$ cat config.mk
export PLATFORM = sky130hd
export DESIGN_NAME = backslash_escape_encoder_unit_flat
export DESIGN_NICKNAME = d
export VERILOG_FILES = /design/src/rtl/bsenc_pkg.sv /design/src/rtl/bsenc_if.sv /design/src/rtl/bsenc_front.sv /design/src/rtl/bsenc_fifo.sv /design/src/rtl/bsenc_back.sv /design/src/rtl/backslash_escape_encoder_unit.sv /design/src/flat_wrapper.sv
export SDC_FILE = /design/constraint.sdc
export NUM_CORES = 1
export LEC_CHECK = 0
export ABC_AREA = 1
export ABC_CLOCK_PERIOD_IN_PS = 5520
export BUFFER_PORTS_ARGS = -buffer_cell sky130_fd_sc_hd__buf_2
export CORE_MARGIN = 2
export CORE_UTILIZATION = 60
export DETAILED_ROUTE_END_ITERATION = 10
export PLACE_DENSITY = 0.8
export SLEW_MARGIN = 10
export SYNTH_ARGS = -nofsm -noshare
export SYNTH_HDL_FRONTEND = slang
export SYNTH_SLANG_ARGS = --single-unit
$ cat constraint.sdc
create_clock -name clk -period 5.52 [get_ports clk]
set_input_delay 0.276 -clock clk [delete_from_list [all_inputs] [get_ports clk]]
set_output_delay 0.276 -clock clk [all_outputs]
set_load 0.005 [all_outputs]
$ cat src/rtl/bsenc_pkg.sv
// Shared types, constants and helper functions of the backslash escape encoder.
package bsenc_pkg;

  // Character width limits and default.
  localparam int CHAR_BITS_DEF = 8;
  localparam int CHAR_BITS_MAX = 32;

  // Depth of the queue between the classifier and the serializer.
  localparam int QUEUE_DEPTH = 2;

  // Configuration register indexes.
  localparam int CFG_IDX_W = 2;
  localparam logic [CFG_IDX_W-1:0] REG_DQ_MODE       = 2'd0;
  localparam logic [CFG_IDX_W-1:0] REG_ADD_QUOTES    = 2'd1;
  localparam logic [CFG_IDX_W-1:0] REG_ESC_NON_ASCII = 2'd2;

  // Character codes used by the encoder.
  localparam logic [7:0] CH_BSLASH = 8'h5C;
  localparam logic [7:0] CH_X      = 8'h78;
  localparam logic [7:0] CH_DQUOTE = 8'h22;
  localparam logic [7:0] CH_SQUOTE = 8'h27;
  localparam logic [7:0] CH_N      = 8'h6E;
  localparam logic [7:0] CH_R      = 8'h72;
  localparam logic [7:0] CH_B      = 8'h62;
  localparam logic [7:0] CH_F      = 8'h66;
  localparam logic [7:0] CH_A      = 8'h61;
  localparam logic [7:0] CH_V      = 8'h76;
  localparam logic [7:0] CH_ZERO   = 8'h30;

  localparam logic [CHAR_BITS_MAX-1:0] PRINT_LOW  = 32'd32;
  localparam logic [CHAR_BITS_MAX-1:0] PRINT_HIGH = 32'd126;

  // Hex digit counts of the escape forms.
  localparam logic [3:0] NDIG_2 = 4'd2;
  localparam logic [3:0] NDIG_4 = 4'd4;
  localparam logic [3:0] NDIG_8 = 4'd8;

  typedef enum logic [1:0] {
    JOB_PLAIN,
    JOB_PAIR,
    JOB_HEX
  } job_kind_t;

  // One classified character, ready to be serialized.
  typedef struct packed {
    logic                     open_q;
    logic                     close_q;
    logic [7:0]               quote;
    job_kind_t                kind;
    logic [7:0]               pair_char;
    logic [3:0]               ndig;
    logic [CHAR_BITS_MAX-1:0] value;
  } job_t;

  function automatic logic [7:0] hex_digit(input logic [3:0] nib);
    logic [7:0] res;
    if (nib < 4'd10) res = CH_ZERO + {4'd0, nib};
    else             res = 8'h57 + {4'd0, nib};
    return res;
  endfunction

  function automatic logic is_hex_char(input logic [CHAR_BITS_MAX-1:0] c);
    return (c >= 32'h30 && c <= 32'h39) || (c >= 32'h61 && c <= 32'h66) ||
           (c >= 32'h41 && c <= 32'h46);
  endfunction

endpackage

$ cat src/rtl/bsenc_if.sv
// Valid/ready channel interfaces for the input characters and the escaped output.
interface bsenc_in_if #(
  parameter int CHAR_BITS = 8
);
  logic                 valid;
  logic                 ready;
  logic [CHAR_BITS-1:0] in_char;
  logic                 first_char;
  logic                 last_char;

  modport source (output valid, output in_char, output first_char, output last_char,
                  input ready);
  modport sink   (input valid, input in_char, input first_char, input last_char,
                  output ready);
endinterface

interface bsenc_out_if;
  logic       valid;
  logic       ready;
  logic [7:0] out_char;
  logic       run_last;

  modport source (output valid, output out_char, output run_last, input ready);
  modport sink   (input valid, input out_char, input run_last, output ready);
endinterface

$ cat src/rtl/bsenc_front.sv
// Front end: configuration registers, character classification and hex-chain state.
module bsenc_front
  import bsenc_pkg::*;
#(
  parameter int CHAR_BITS = CHAR_BITS_DEF
) (
  input  logic                 clk,
  input  logic                 rst_n,
  input  logic                 cfg_we,
  input  logic [CFG_IDX_W-1:0] cfg_index,
  input  logic                 cfg_wdata,
  input  logic                 in_valid,
  output logic                 in_ready,
  input  logic [CHAR_BITS-1:0] in_char,
  input  logic                 first_char,
  input  logic                 last_char,
  input  logic                 q_full,
  output logic                 push,
  output job_t                 job
);

  logic dq_mode_r, add_quotes_r, esc_na_r, prev_hex_r;
  logic prev_hex_nxt;
  logic [CHAR_BITS_MAX-1:0] cx;
  logic [7:0] pair_c;
  logic prev_eff;

  always_ff @(posedge clk) begin
    if (!rst_n) begin
      dq_mode_r    <= 1'b1;
      add_quotes_r <= 1'b0;
      esc_na_r     <= 1'b0;
    end else if (cfg_we) begin
      case (cfg_index)
        REG_DQ_MODE:       dq_mode_r    <= cfg_wdata;
        REG_ADD_QUOTES:    add_quotes_r <= cfg_wdata;
        REG_ESC_NON_ASCII: esc_na_r     <= cfg_wdata;
        default: ;
      endcase
    end
  end

  assign in_ready = !q_full;
  assign push     = in_valid && in_ready;
  assign cx       = CHAR_BITS_MAX'(in_char);
  assign prev_eff = first_char ? 1'b0 : prev_hex_r;

  always_comb begin
    case (cx)
      32'h5C:  pair_c = CH_BSLASH;
      32'h22:  pair_c = dq_mode_r ? CH_DQUOTE : 8'h00;
      32'h27:  pair_c = dq_mode_r ? 8'h00 : CH_SQUOTE;
      32'h00:  pair_c = CH_ZERO;
      32'h0A:  pair_c = CH_N;
      32'h0D:  pair_c = CH_R;
      32'h08:  pair_c = CH_B;
      32'h0C:  pair_c = CH_F;
      32'h07:  pair_c = CH_A;
      32'h0B:  pair_c = CH_V;
      default: pair_c = 8'h00;
    endcase
  end

  // The eight-digit form needs a full 32-bit character, the four-digit form at least 16 bits;
  // narrower characters always take two digits.
  always_comb begin
    job.open_q    = first_char && add_quotes_r;
    job.close_q   = last_char && add_quotes_r;
    job.quote     = dq_mode_r ? CH_DQUOTE : CH_SQUOTE;
    job.pair_char = pair_c;
    job.value     = cx;
    job.ndig      = NDIG_2;
    job.kind      = JOB_PLAIN;
    prev_hex_nxt  = 1'b0;
    if (pair_c != 8'h00) begin
      job.kind = JOB_PAIR;
    end else if (esc_na_r && (cx < PRINT_LOW || cx > PRINT_HIGH)) begin
      job.kind     = JOB_HEX;
      prev_hex_nxt = 1'b1;
      if (CHAR_BITS >= 32 && cx[31:16] != 16'd0)     job.ndig = NDIG_8;
      else if (CHAR_BITS >= 16 && cx[31:8] != 24'd0) job.ndig = NDIG_4;
    end else if (prev_eff && is_hex_char(cx)) begin
      job.kind     = JOB_HEX;
      prev_hex_nxt = 1'b1;
    end
    if (last_char) prev_hex_nxt = 1'b0;
  end

  always_ff @(posedge clk) begin
    if (!rst_n) prev_hex_r <= 1'b0;
    else if (push) prev_hex_r <= prev_hex_nxt;
  end

endmodule

$ cat src/rtl/bsenc_fifo.sv
// Short queue of classified characters between the front end and the serializer.
module bsenc_fifo
  import bsenc_pkg::*;
#(
  parameter int DEPTH = QUEUE_DEPTH
) (
  input  logic clk,
  input  logic rst_n,
  input  logic push,
  input  job_t wdata,
  input  logic pop,
  output logic full,
  output logic not_empty,
  output job_t rdata
);

  localparam int PW = (DEPTH > 1) ? $clog2(DEPTH) : 1;
  localparam int CW = $clog2(DEPTH + 1);

  job_t            mem [DEPTH];
  logic [PW-1:0]   wr_ptr_r, rd_ptr_r;
  logic [CW-1:0]   count_r;

  assign full      = (count_r == CW'(DEPTH));
  assign not_empty = (count_r != '0);
  assign rdata     = mem[rd_ptr_r];

  always_ff @(posedge clk) begin
    if (push) mem[wr_ptr_r] <= wdata;
  end

  always_ff @(posedge clk) begin
    if (!rst_n) begin
      wr_ptr_r <= '0;
      rd_ptr_r <= '0;
      count_r  <= '0;
    end else begin
      if (push) wr_ptr_r <= (wr_ptr_r == PW'(DEPTH - 1)) ? '0 : wr_ptr_r + 1'b1;
      if (pop)  rd_ptr_r <= (rd_ptr_r == PW'(DEPTH - 1)) ? '0 : rd_ptr_r + 1'b1;
      if (push && !pop)      count_r <= count_r + 1'b1;
      else if (pop && !push) count_r <= count_r - 1'b1;
    end
  end

endmodule

$ cat src/rtl/bsenc_back.sv
// Back end: emits each classified character's run one character a cycle, unless stalled.
module bsenc_back
  import bsenc_pkg::*;
(
  input  logic clk,
  input  logic rst_n,
  input  logic q_valid,
  input  job_t job,
  output logic pop,
  output logic out_valid,
  input  logic out_ready,
  output logic [7:0] out_char,
  output logic run_last
);

  logic [3:0] pos_r, pos_nxt;
  logic       out_valid_r;
  logic [7:0] out_char_r, char_nxt;
  logic       run_last_r;
  logic [3:0] body_len, total, b, d;
  logic [3:0] nib;
  logic       emit, is_last;

  assign out_valid = out_valid_r;
  assign out_char  = out_char_r;
  assign run_last  = run_last_r;

  assign emit    = q_valid && (!out_valid_r || out_ready);
  assign total   = 4'(job.open_q) + body_len + 4'(job.close_q);
  assign is_last = (pos_r == total - 4'd1);
  assign pop     = emit && is_last;
  assign b       = pos_r - 4'(job.open_q);
  assign d       = job.ndig + 4'd1 - b;
  assign nib     = 4'(job.value >> {d[2:0], 2'b00});
  assign pos_nxt = is_last ? 4'd0 : pos_r + 4'd1;

  always_comb begin
    case (job.kind)
      JOB_PLAIN: body_len = 4'd1;
      JOB_PAIR:  body_len = 4'd2;
      JOB_HEX:   body_len = 4'd2 + job.ndig;
      default:   body_len = 4'd1;
    endcase
  end

  always_comb begin
    if (job.open_q && pos_r == 4'd0) begin
      char_nxt = job.quote;
    end else if (b == body_len) begin
      char_nxt = job.quote;
    end else begin
      case (job.kind)
        JOB_PAIR: char_nxt = (b == 4'd0) ? CH_BSLASH : job.pair_char;
        JOB_HEX: begin
          if (b == 4'd0)      char_nxt = CH_BSLASH;
          else if (b == 4'd1) char_nxt = CH_X;
          else                char_nxt = hex_digit(nib);
        end
        default: char_nxt = job.value[7:0];
      endcase
    end
  end

  always_ff @(posedge clk) begin
    if (!rst_n) begin
      pos_r       <= 4'd0;
      out_valid_r <= 1'b0;
    end else begin
      if (emit) begin
        pos_r       <= pos_nxt;
        out_valid_r <= 1'b1;
      end else if (out_ready) begin
        out_valid_r <= 1'b0;
      end
    end
  end

  always_ff @(posedge clk) begin
    if (emit) begin
      out_char_r <= char_nxt;
      run_last_r <= is_last;
    end
  end

`ifndef ASSERT_OFF
  a_pos_idle_zero: assert property (@(posedge clk) disable iff (!rst_n)
    !q_valid |-> pos_r == 4'd0)
    else $error("serializer position nonzero with empty queue");
  a_pos_in_range: assert property (@(posedge clk) disable iff (!rst_n)
    q_valid |-> pos_r < total)
    else $error("serializer position beyond run length");
  a_pop_restarts: assert property (@(posedge clk) disable iff (!rst_n)
    pop |=> pos_r == 4'd0)
    else $error("serializer did not restart after finishing a run");
  a_last_marks_pop: assert property (@(posedge clk) disable iff (!rst_n)
    emit |=> run_last_r == $past(pop))
    else $error("run_last does not match the end of a run");
`endif

endmodule

$ cat src/rtl/backslash_escape_encoder_unit.sv
// Top level of the backslash escape encoder: front end, queue and output serializer.
//
// The encoder takes one character per input transaction and returns its C-style escaped
// form as a run of 1 to 12 output transactions; run_last marks the final character of each
// run. A plain character gives one output character, a named escape two, a hex escape
// four, six or ten, plus one for an opening and one for a closing quote when quoting is
// on. The serializer emits one character per clock while the receiver takes them, so a
// stream of unquoted plain characters moves at one per clock while ready stays high.
// An accepted transaction is classified in the same cycle and written to a two-entry queue;
// its first output character then passes from the queue head into the output register
// before it shows on the output. The queue lets input be taken while an output
// character waits to be taken. Configuration writes take effect for the next input
// transaction and are expected only while the block is idle. CHAR_BITS sets the input
// character width (8 to 32); wider values may produce four- or eight-digit hex escapes.
module backslash_escape_encoder_unit
  import bsenc_pkg::*;
#(
  parameter int CHAR_BITS = CHAR_BITS_DEF
) (
  input  logic                 clk,
  input  logic                 rst_n,
  input  logic                 cfg_we,
  input  logic [CFG_IDX_W-1:0] cfg_index,
  input  logic                 cfg_wdata,
  bsenc_in_if.sink             in_ch,
  bsenc_out_if.source          out_ch
);

  // Handshake and payload between the three parts.
  job_t job_in, job_head;
  logic push, pop, q_full, q_valid;

  // Classifier: owns the configuration registers and the hex-chain flag.
  bsenc_front #(
    .CHAR_BITS (CHAR_BITS)
  ) u_front (
    .clk        (clk),
    .rst_n      (rst_n),
    .cfg_we     (cfg_we),
    .cfg_index  (cfg_index),
    .cfg_wdata  (cfg_wdata),
    .in_valid   (in_ch.valid),
    .in_ready   (in_ch.ready),
    .in_char    (in_ch.in_char),
    .first_char (in_ch.first_char),
    .last_char  (in_ch.last_char),
    .q_full     (q_full),
    .push       (push),
    .job        (job_in)
  );

  // Decouples classification from serialization so each side stalls on its own.
  bsenc_fifo #(
    .DEPTH (QUEUE_DEPTH)
  ) u_fifo (
    .clk       (clk),
    .rst_n     (rst_n),
    .push      (push),
    .wdata     (job_in),
    .pop       (pop),
    .full      (q_full),
    .not_empty (q_valid),
    .rdata     (job_head)
  );

  // Serializer: walks the run of the queue head, one output character per transaction.
  bsenc_back u_back (
    .clk       (clk),
    .rst_n     (rst_n),
    .q_valid   (q_valid),
    .job       (job_head),
    .pop       (pop),
    .out_valid (out_ch.valid),
    .out_ready (out_ch.ready),
    .out_char  (out_ch.out_char),
    .run_last  (out_ch.run_last)
  );

endmodule

$ cat src/flat_wrapper.sv
// flat-port wrapper written by rule: the top's interface ports become plain ports
module backslash_escape_encoder_unit_flat import bsenc_pkg::*;
#(
  parameter int CHAR_BITS = CHAR_BITS_DEF
)
  (clk, rst_n, cfg_we, cfg_index, cfg_wdata, in_ch_valid, in_ch_in_char, in_ch_first_char, in_ch_last_char, in_ch_ready, out_ch_valid, out_ch_out_char, out_ch_run_last, out_ch_ready);
  bsenc_in_if #(.CHAR_BITS(CHAR_BITS)) in_ch_i ();
  bsenc_out_if out_ch_i ();
  input  logic clk;
  input  logic rst_n;
  input  logic cfg_we;
  input  logic [CFG_IDX_W-1:0] cfg_index;
  input  logic cfg_wdata;
  input wire logic [$bits(in_ch_i.valid)-1:0] in_ch_valid;
  input wire logic [$bits(in_ch_i.in_char)-1:0] in_ch_in_char;
  input wire logic [$bits(in_ch_i.first_char)-1:0] in_ch_first_char;
  input wire logic [$bits(in_ch_i.last_char)-1:0] in_ch_last_char;
  output wire logic [$bits(in_ch_i.ready)-1:0] in_ch_ready;
  output wire logic [$bits(out_ch_i.valid)-1:0] out_ch_valid;
  output wire logic [$bits(out_ch_i.out_char)-1:0] out_ch_out_char;
  output wire logic [$bits(out_ch_i.run_last)-1:0] out_ch_run_last;
  input wire logic [$bits(out_ch_i.ready)-1:0] out_ch_ready;
  assign in_ch_i.valid = in_ch_valid;
  assign in_ch_i.in_char = in_ch_in_char;
  assign in_ch_i.first_char = in_ch_first_char;
  assign in_ch_i.last_char = in_ch_last_char;
  assign in_ch_ready = in_ch_i.ready;
  assign out_ch_valid = out_ch_i.valid;
  assign out_ch_out_char = out_ch_i.out_char;
  assign out_ch_run_last = out_ch_i.run_last;
  assign out_ch_i.ready = out_ch_ready;
  backslash_escape_encoder_unit #(.CHAR_BITS(CHAR_BITS)) u_core (.clk(clk), .rst_n(rst_n), .cfg_we(cfg_we), .cfg_index(cfg_index), .cfg_wdata(cfg_wdata), .in_ch(in_ch_i), .out_ch(out_ch_i));
endmodule
==> flow_summary.json, run 1 <==
{
  "portBuffers": 28,
  "path_max_fanout": 23,
  "path_class": "flop to flop",
  "drive_gt1_frac": 0.168,
  "fp.dieH_um": 79.4,
  "fin_crit_sh": 0.820,
  "seq_area_frac_synth": 0.514,
  "skew_ns": 0.00928,
  "row_count": 27,
  "cp_top_family": "adder cells",
  "rsz0062_at_grt": "no",
  "dr.pass1.iters": 5,
  "ios": 29,
  "endpoint_kind": "flop",
  "crit_chain": "buf_4 > inv_2 > or2_2 > o21ai_0 > inv_1 > ha_1 > inv_1 > ha_1 > inv_1 > ha_1 > inv_1 > fa_1 > xnor2_1 > nor2_1 > nand4_1 > nor2_1 > inv_2 > ha_1 > a21oi_1 > o21ai_0 > o21ai_0 > a21oi_1",
  "initialDrtViolationCount": 134,
  "cp.arrival_ns": 4.73,
  "syn_to_final_growth_pct": 11.6,
  "leakagePower_nw": 1.71,
  "n_antenna_cell": 0,
  "drt-total-wl_um": 6790,
  "slew_headroom": 0.718,
  "track_usage": 0.238,
  "final_core_util": 0.691,
  "grt_overflow_total": 0,
  "die_area_um2": 6300,
  "worst-path-buf-inv": 7,
  "synth_area_um2": 3410,
  "fmax_ghz": 0.221,
  "post_cts_buffers": 0,
  "via_per_inst": 5.30,
  "powerDensity_nw_per_um2": 590,
  "dp_slack_ns": 1.04,
  "dp_hpwl_um": 5190,
  "clk_latency_ns": 0.32,
  "die_w_um": 79.4,
  "peakVddDrop_v": 0.000262,
  "globalplace.congestion": 0.924,
  "cts.sinks": 63,
  "tns_ns": 0,
  "slowest_stage": "ha_1",
  "start_util": 0.619,
  "drc": 0,
  "clk_path_buf_depth": 2,
  "cts_htree_levels": 3,
  "ys_ff_latch": 63,
  "cpPeakStageDelay_ns": 0.50,
  "fill_cells": 433,
  "cts_hold_buf": 0,
  "dp.cells": 491,
  "ant_nets": 0,
  "hold_viol_final": 0,
  "layoutNonFillerInstCount": 507,
  "numCtsBuffers": 9,
  "syn-num-nets": 422,
  "antenna_found_initial": 0,
  "grt_pass1_wl_um": 11600,
  "hold_ws_ns": 0.176,
  "worstMarginPinSlew_ns": 0.419,
  "tritoncts": "yes",
  "setup_viol": 0,
  "layout_min_cycle_time_ns": 4.53,
  "status": "complete, no violations",
  "grt_max_degree": 24,
  "required_ns": 5.72,
  "max_cap_violations": 0,
  "avgSynthCellArea_um2": 8.68,
  "cts_root_buf": "clkbuf_8",
  "avgRoutedWirePerCell_um": 13.4,
  "worst_setup_path_start_kind": "flop",
  "cts_resized": 0,
  "grt_pass1_vias": 2604,
  "final_nets": 459,
  "syn-instance-count": 393,
  "slew_violations": 0,
  "core_um2": 5510,
  "ys_warn_count": 0,
  "vias": 2688,
  "fin_ws_ns": 0.992,
  "ys_types": 37,
  "clk_pin_slew_ns": 0.07,
  "hold_class": "primary input to flop"
}
logic make-up (layout without fill, tap and decap cells):
kind of cell	count (synthesis)	count (layout)	synth area share
compound gates	47	47	0.0781
xor+xnor	10	10	0.0279
fa+ha+maj	11	11	0.0426
buf+inv	54	96	0.0627
flops	63	63	0.514
simple gates	208	208	0.275
worst register-to-register path: stages (launching register included):
cell and delay (ns):
dfxtp_1 0.31, buf_4 0.24, inv_2 0.17, or2_2 0.30, o21ai_0 0.12, inv_1 0.11
ha_1 0.50, inv_1 0.21, ha_1 0.32, inv_1 0.04, ha_1 0.18, inv_1 0.06
fa_1 0.43, xnor2_1 0.14, nor2_1 0.11, nand4_1 0.12, nor2_1 0.17, inv_2 0.07
ha_1 0.32, a21oi_1 0.12, o21ai_0 0.12, o21ai_0 0.20, a21oi_1 0.06
where the power goes:
part,switching (W),internal (W),leakage [nW],total [W]
clock network,0.000168,0.000173,0.0800,0.000341
logic,0.000776,0.000429,1.05,0.00121
registers,0.0000365,0.000662,0.583,0.000699
total,0.000980,0.00126,1.71,0.00224
final timing paths:
path,startpoint,end,slack (ns),depth (start not counted)
setup reg to reg,flop,u_core.u_fifo.count_r[1],0.99,22
setup / recovery,flop,u_core.u_fifo.count_r[1],0.99,22
hold / removal,in_ch_in_char[7],u_core.u_fifo.mem[0][7],0.18,1
hold reg to reg,u_core.u_front.esc_na_r,u_core.u_front.esc_na_r,0.45,2
cells in the mapped netlist, drive strengths merged:
| cell type | instances | share of area |
|---|---|---|
| nand2 | 113 | 0.13 |
| edfxtp | 49 | 0.43 |
| inv | 48 | 0.053 |
| nor2 | 39 | 0.046 |
| nand3 | 33 | 0.059 |
| o21ai | 22 | 0.036 |
| a21oi | 19 | 0.030 |
| dfxtp | 14 | 0.082 |
| ha | 10 | 0.037 |
| nand4 | 8 | 0.015 |
| xor2 | 8 | 0.023 |
| nor3 | 6 | 0.010 |
| or2 | 6 | 0.011 |
| buf | 4 | 0.0073 |
| a31oi | 2 | 0.0037 |
| clkbuf | 2 | 0.0026 |
| nor4 | 2 | 0.0037 |
| o211ai | 2 | 0.0044 |
| xnor2 | 2 | 0.0051 |
| a211oi | 1 | 0.0022 |
| fa | 1 | 0.0059 |
| nand3b | 1 | 0.0022 |
| o21bai | 1 | 0.0022 |
through the flow:
stage | total power, W | cell area, um^2
3_5_place_dp | 0.00190 | 3640
3_3_place_gp | 0.00186 | 3640
2_1_floorplan | 0.00163 | 3410
5_1_grt | 0.00244 | 3810
6_report | 0.00224 | 3810
4_1_cts | 0.00224 | 3810
routing by layer:
| metal | global-route usage | share of wire | up-vias | routed length (um) |
|---|---|---|---|---|
| met4 | 0.0983 | 0.014 | 0 | 97 |
| met2 | 0.392 | 0.49 | 63 | 3290 |
| met1 | 0.311 | 0.46 | 1241 | 3120 |
| met5 | 0 | 0 | - | 0 |
| met3 | 0.0430 | 0.040 | 9 | 272 |
| li1 | - | - | 1375 | - |
flip-flops by register name, indices dropped and copies added, names as in the netlist, 2 cells and up, named ones only:
name / count
u_core.u_back.out_char: 8
u_core.u_fifo.count_r: 2
u_core.u_back.pos_r: 4
u_core.u_fifo.mem: 40
cells in the final DEF (no fill, tap or decap), types with 2 or more instances in the layout:
| master | n |
|---|---|
| nand3_1 | 29 |
| xor2_1 | 7 |
| nor4_1 | 2 |
| clkbuf_8 | 10 |
| o21ai_2 | 3 |
| a21oi_1 | 17 |
| o21ai_0 | 17 |
| inv_2 | 5 |
| nand4_1 | 8 |
| edfxtp_1 | 49 |
| nand3_4 | 2 |
| clkinvlp_4 | 2 |
| nand2_2 | 6 |
| a21oi_2 | 2 |
| buf_4 | 4 |
| nor3_1 | 5 |
| nand2_1 | 107 |
| nor2_1 | 37 |
| o21ai_1 | 2 |
| dfxtp_1 | 14 |
| o211ai_1 | 2 |
| nand3_2 | 2 |
| buf_2 | 28 |
| a31oi_1 | 2 |
| or2_2 | 4 |
| xnor2_1 | 2 |
| or2_1 | 2 |
| ha_1 | 10 |
| inv_1 | 43 |
| clkbuf_1 | 2 |
layout make-up:
class,count,area (um^2),area share
flip-flops and latches,63,1750,0.460
inverters,48,180,0.0473
repair buffers,32,170,0.0447
well taps,72,90.1,0.0237
multi-input cells,276,1450,0.380
clock inverters,4,23.8,0.00625
clock buffers,12,145,0.0381
Power figures use the tool's default switching activity.
==> inputs of run 2 (changes only) <==
--- a/config.mk
+++ b/config.mk
@@ -6,12 +6,12 @@
 export NUM_CORES = 1
 export LEC_CHECK = 0
 export ABC_AREA = 1
-export ABC_CLOCK_PERIOD_IN_PS = 5520
+export ABC_CLOCK_PERIOD_IN_PS = 3950
 export BUFFER_PORTS_ARGS = -buffer_cell sky130_fd_sc_hd__buf_2
 export CORE_MARGIN = 2
-export CORE_UTILIZATION = 60
+export CORE_UTILIZATION = 54
 export DETAILED_ROUTE_END_ITERATION = 10
-export PLACE_DENSITY = 0.8
+export PLACE_DENSITY = 0.76
 export SLEW_MARGIN = 10
 export SYNTH_ARGS = -nofsm -noshare
 export SYNTH_HDL_FRONTEND = slang
==> constraint.sdc (replaced) <==
create_clock -name clk -period 3.95 [get_ports clk]
set_input_delay 0.1975 -clock clk [delete_from_list [all_inputs] [get_ports clk]]
set_output_delay 0.1975 -clock clk [all_outputs]
set_load 0.005 [all_outputs]
==> run 2 against run 1 <==
  * Register-to-register slack got worse by 0.70 ns
  * Power up 47%
  * Wire length rose by 2.3%
  * Clock skew decreased by 0.0028 ns
  * Global-route usage is 2.5 points lower
  * Combinational power is 46% higher
  * Sequential share of layout area is 0.94 points lower
  * Non-clock buffer count increased by 6
  * Design area up 2.3%
==> flow_summary.json, run 2 (same netlist as run 1, synthesis figures left out) <==
{
  "status": "complete, no violations",
  "clk_path_buf_depth": 2,
  "hold_viol_final": 0,
  "fp.dieH_um": 83.5,
  "drive_gt1_frac": 0.190,
  "dp_hpwl_um": 5230,
  "path_class": "flop to flop",
  "via_per_inst": 5.28,
  "tritoncts": "yes",
  "final_common_cell": "nand2_1",
  "p_int_w": 0.00189,
  "max_cap_violations": 0,
  "track_usage": 0.213,
  "cts_root_buf": "clkbuf_8",
  "final_core_util": 0.646,
  "path_max_fanout": 5,
  "cp.arrival_ns": 3.87,
  "r2r_end": "u_core.u_fifo.count_r[1]",
  "required_ns": 4.16,
  "cts_htree_levels": 3,
  "grt_pass1_vias": 2624,
  "worst_setup_path_start_kind": "flop",
  "fill_cells": 489,
  "design_area_um2": 3890,
  "skew_ns": 0.00652,
  "antenna_found_initial": 0,
  "die_area_um2": 6970,
  "slowest_stage": "fa_2",
  "cpPeakStageDelay_ns": 0.44,
  "clk_pin_slew_ns": 0.07,
  "fin_ws_ns": 0.289,
  "rrSetupSlack_ns": 0.29,
  "crit_chain": "inv_2 > or2_2 > o21ai_2 > inv_1 > ha_1 > inv_1 > ha_1 > inv_1 > ha_1 > inv_1 > fa_2 > xnor2_1 > nor2_1 > nand4_1 > nor2_2 > inv_2 > ha_1 > a21oi_1 > o21ai_0 > o21ai_1 > a21oi_1",
  "syn_to_final_growth_pct": 14.2,
  "vias": 2724,
  "clk_latency_ns": 0.33,
  "mostFrequentLayoutCells": "nand2_1 (107), edfxtp_1 (49), inv_1 (43), nor2_1 (36), nand3_1 (29)",
  "worstMarginPinSlew_ns": 0.467,
  "ios": 29,
  "clkPwrFrac": 0.164,
  "row_count": 28,
  "dp_slack_ns": 0.103,
  "hold_start": "in_ch_in_char[7]",
  "final_nets": 465,
  "regMostFlops": "u_core.u_fifo.mem",
  "initialDrtViolationCount": 161,
  "fmax_ghz": 0.273,
  "drt-total-wl_um": 6940,
  "ant_nets": 0,
  "grt_pass1_wl_um": 11800,
  "power.switching_w": 0.00140,
  "start_util": 0.566,
  "grt_max_degree": 21,
  "avgRoutedWirePerCell_um": 13.5,
  "reg2reg_depth": 21,
  "cts.sinks": 63,
  "powerDensity_nw_per_um2": 845,
  "dr.pass1.iters": 5,
  "setup_viol": 0,
  "fin_crit_sh": 0.927,
  "peakVddDrop_v": 0.000390,
  "globalplace.congestion": 0.928,
  "die_w_um": 83.5,
  "layout_min_cycle_time_ns": 3.66,
  "hold_class": "primary input to flop",
  "leakagePower_nw": 1.77,
  "slew_violations": 0,
  "swShare": 0.425,
  "hold-path-endpoint": "u_core.u_fifo.mem[0][7]",
  "n_antenna_cell": 0,
  "core_um2": 6030,
  "post_dp_cell_area_um2": 3660,
  "largest_reg_flops": 40,
  "portBuffers": 28,
  "drc": 0,
  "layoutNonFillerInstCount": 516,
  "worst_hold_path.num_cells": 1,
  "tns_ns": 0,
  "power_frac_seq": 0.298,
  "endpoint_kind": "flop",
  "cts_hold_buf": 0,
  "slew_headroom": 0.687,
  "grt_overflow_total": 0,
  "dp.cells": 497,
  "numCtsBuffers": 9,
  "power_frac_comb": 0.539
}
## run 2: cell types whose count changed in the layout (fill, tap and decap cells not counted), moves of 2 or more
| cell | before | now |
|---|---|---|
| o21ai_1 | 2 | 4 |
| clkinvlp_4 | 2 | 0 |
| buf_4 | 4 | 10 |
| o21ai_0 | 17 | 14 |
## run 2: critical path, delay by kind of cell, from the launching register on
kind                     cells  cell delay (ns)
XOR/XNOR                     1             0.13
AO/OA/AOI/OAI                5             0.55
adder cells (fa/ha/maj)      5             1.50
AND/OR/NAND/NOR              4             0.65
flip-flops                   1             0.36
buffers and inverters        6             0.35
## run 2: area by class of cell
cell class                 count  area [um^2]  share of cell area
sequential                    63         1760               0.451
multi-input combinational    276         1450               0.373
timing repair buffer          38          215              0.0553
clock buffer                  14          184              0.0472
inverter                      48          180              0.0463
tap                           75         93.8              0.0241
clock inverter                 2         11.3             0.00289
## run 2: power by group through the flow
stage	clock (W)	combinational, W	sequential [W]
after floorplan	0	0.00129	0.000992
after global placement	0	0.00165	0.000988
after detailed placement	0	0.00170	0.000993
after CTS	0.000548	0.00172	0.000980
after global routing	0.000579	0.00200	0.000992
final	0.000538	0.00177	0.000979
## run 2: per-stage QoR
stage | total power, W | hold WS, ns
2_1_floorplan | 0.00228 | 0.296
3_3_place_gp | 0.00264 | 0.437
3_5_place_dp | 0.00270 | 0.442
4_1_cts | 0.00325 | 0.0948
5_1_grt | 0.00357 | 0.0948
6_report | 0.00329 | 0.108
## run 2: repair_timing
action                                  4_1_cts  5_1_grt
endpoints found under the setup margin        0        2
resized for setup                             0        8
setup buffers                                 0        3
## run 2: how the worst max path moves through the flow
stage	to	slack, ns	depth (start not counted)
after floorplan	u_core.u_fifo.count_r[1]	0.06	23
after global placement	u_core.u_fifo.count_r[1]	0.33	21
after detailed placement	u_core.u_fifo.count_r[1]	0.10	23
after CTS	u_core.u_fifo.count_r[1]	0.08	23
after global routing	u_core.u_fifo.count_r[1]	-0.04	21
final	u_core.u_fifo.count_r[1]	0.29	21
## run 2: per-layer routing
layer  vias to the layer above  part of all wire  GRT usage
met4                         0             0.019     0.0924
met3                        11             0.043     0.0435
met1                      1246              0.45      0.266
met2                        74              0.49      0.361
met5                         -                 0          0
li1                       1393                 -          -
==> inputs of run 3 (changes only) <==
--- a/config.mk
+++ b/config.mk
@@ -11,8 +11,7 @@
 export CORE_MARGIN = 2
 export CORE_UTILIZATION = 54
 export DETAILED_ROUTE_END_ITERATION = 10
-export PLACE_DENSITY = 0.76
-export SLEW_MARGIN = 10
+export PLACE_DENSITY = 0.83
 export SYNTH_ARGS = -nofsm -noshare
 export SYNTH_HDL_FRONTEND = slang
 export SYNTH_SLANG_ARGS = --single-unit
==> run 3 against run 2 <==
  * Setup slack better by 0.011 ns
  * Critical path type unchanged
  * Sequential share of layout area up 0.25 points
  * Power about the same
  * Global-route usage up 0.51 points
  * Highest routed layer unchanged
  * First-iteration DRC count up 29%
  * Largest cell class unchanged
  * Largest power group unchanged
  * Critical path depth up 2
  * Register-to-register slack about the same
  * Critical endpoint unchanged
  * Non-clock buffer count down 2
  * Maximum frequency up 0.29%
  * Clock-buffer cell count down 3
  * Design area down 0.55%
  * Die area unchanged
==> flow_summary.json, run 3 (same netlist as run 1, synthesis figures left out) <==
{
  "dp.cells": 497,
  "design_area_um2": 3870,
  "cts_root_buf": "clkbuf_8",
  "leakagePower_nw": 1.74,
  "path_class": "flop to flop",
  "initialDrtViolationCount": 207,
  "die_area_um2": 6970,
  "hold_start": "in_ch_in_char[7]",
  "cts_htree_levels": 3,
  "numCtsBuffers": 9,
  "rrSetupSlack_ns": 0.30,
  "fp.dieH_um": 83.5,
  "clk_pin_slew_ns": 0.07,
  "mostFrequentLayoutCells": "nand2_1 (107), edfxtp_1 (49), inv_1 (43), nor2_1 (36), nand3_1 (29)",
  "peakVddDrop_v": 0.000371,
  "layout_min_cycle_time_ns": 3.65,
  "core_um2": 6030,
  "worstMarginPinSlew_ns": 0.457,
  "syn_to_final_growth_pct": 13.5,
  "worst_hold_path.num_cells": 1,
  "powerDensity_nw_per_um2": 850,
  "required_ns": 4.18,
  "max_cap_violations": 0,
  "regMostFlops": "u_core.u_fifo.mem",
  "cp.arrival_ns": 3.88,
  "layoutNonFillerInstCount": 514,
  "fmax_ghz": 0.274,
  "drc": 0,
  "avgRoutedWirePerCell_um": 14.0,
  "cts.sinks": 63,
  "path_max_fanout": 5,
  "final_nets": 463,
  "ios": 29,
  "n_antenna_cell": 0,
  "endpoint_kind": "flop",
  "clk_latency_ns": 0.33,
  "final_common_cell": "nand2_1",
  "portBuffers": 28,
  "hold-path-endpoint": "u_core.u_fifo.mem[1][7]",
  "clk_path_buf_depth": 2,
  "drive_gt1_frac": 0.185,
  "die_w_um": 83.5,
  "via_per_inst": 5.36,
  "grt_overflow_total": 0,
  "dp_slack_ns": 0.0900,
  "fin_crit_sh": 0.924,
  "grt_pass1_wl_um": 12100,
  "grt_pass1_vias": 2660,
  "setup_viol": 0,
  "status": "complete, no violations",
  "vias": 2757,
  "r2r_end": "u_core.u_fifo.count_r[1]",
  "fin_ws_ns": 0.299,
  "drt-total-wl_um": 7180,
  "dp_hpwl_um": 5430,
  "slew_violations": 0,
  "reg2reg_depth": 23,
  "hold_viol_final": 0,
  "start_util": 0.566,
  "grt_max_degree": 21,
  "row_count": 28,
  "ant_nets": 0,
  "tns_ns": 0,
  "skew_ns": 0.0102,
  "worst_setup_path_start_kind": "flop",
  "slew_headroom": 0.694,
  "largest_reg_flops": 40,
  "hold_class": "primary input to flop",
  "post_dp_cell_area_um2": 3660,
  "track_usage": 0.218,
  "antenna_found_initial": 0,
  "tritoncts": "yes",
  "dr.pass1.iters": 4,
  "globalplace.congestion": 0.916,
  "hold_ws_ns": 0.0796
}
run 3: cell count changes in the layout (fill, tap and decap cells not counted):
cell        before  now
clkinv_2         1    0
inv_6            0    1
o21ai_1          4    5
bufinv_16        0    1
clkbuf_8        11    9
buf_4           10    8
clkinvlp_4       0    2
clkinv_1         0    1
clkbuf_16        1    0
inv_4            1    0
o21ai_0         14   13
run 3: area by class of cell:
type	instances	area, um^2
Fill cell	509	2150
Timing Repair Buffer	36	200
Clock buffer	11	131
Multi-Input combinational cell	276	1450
Tap cell	75	93.8
Sequential cell	63	1760
Clock inverter	5	57.6
Inverter	48	180
run 3: how the worst max path moves through the flow:
stage / startpoint / to / slack [ns] / cells past startpoint
after floorplan: flop / u_core.u_fifo.count_r[1] / 0.06 / 23
after global placement: flop / u_core.u_fifo.count_r[1] / 0.34 / 21
after detailed placement: flop / u_core.u_fifo.count_r[1] / 0.09 / 21
after CTS: flop / u_core.u_fifo.count_r[1] / 0.05 / 23
after global routing: flop / u_core.u_fifo.count_r[1] / -0.03 / 23
final: flop / u_core.u_fifo.count_r[1] / 0.30 / 23
run 3: stage by stage:
stage / util / total power (W)
floorplan: - / 0.00228
global placement: 0.608 / 0.00262
detailed placement: 0.608 / 0.00270
CTS: 0.639 / 0.00324
global route: 0.643 / 0.00358
finish: 0.643 / 0.00329
run 3: where the power goes:
part	switching, W	internal [W]	leakage (nW)
clock network	0.000245	0.000292	0.0876
registers	0.0000564	0.000928	0.584
logic	0.00111	0.000662	1.07
total	0.00141	0.00188	1.74
run 3: layer usage:
layer  wire, um  part of all wire  GRT usage  up-vias
met5          0                 0          0        -
met4        127             0.018     0.0836        0
met3        278             0.039     0.0445       12
met2       3590              0.50      0.364       81
met1       3190              0.44      0.282     1277
li1           -                 -          -     1387
run 3: repair_timing:
action / in CTS / in global routing
hold buffers: 0 / 0
endpoints found under the hold margin: 0 / 0
gates resized for setup: 0 / 9
endpoints found under the setup margin: 0 / 2
setup buffers: 0 / 1
run 3: worst max-delay path, stage by stage (launching register included):
cell and delay (ns):
dfxtp_4 0.38, inv_2 0.06, or2_2 0.28, o21ai_2 0.08, inv_1 0.09, ha_1 0.29
inv_1 0.06, ha_1 0.29, inv_1 0.06, ha_1 0.13, inv_1 0.04, fa_2 0.35
xor2_1 0.15, nand2_1 0.06, nand2_1 0.06, inv_1 0.07, nand4_1 0.14, nor2_2 0.16
inv_2 0.06, ha_1 0.33, a21oi_1 0.13, o21ai_1 0.10, o21ai_1 0.12, a21oi_1 0.04
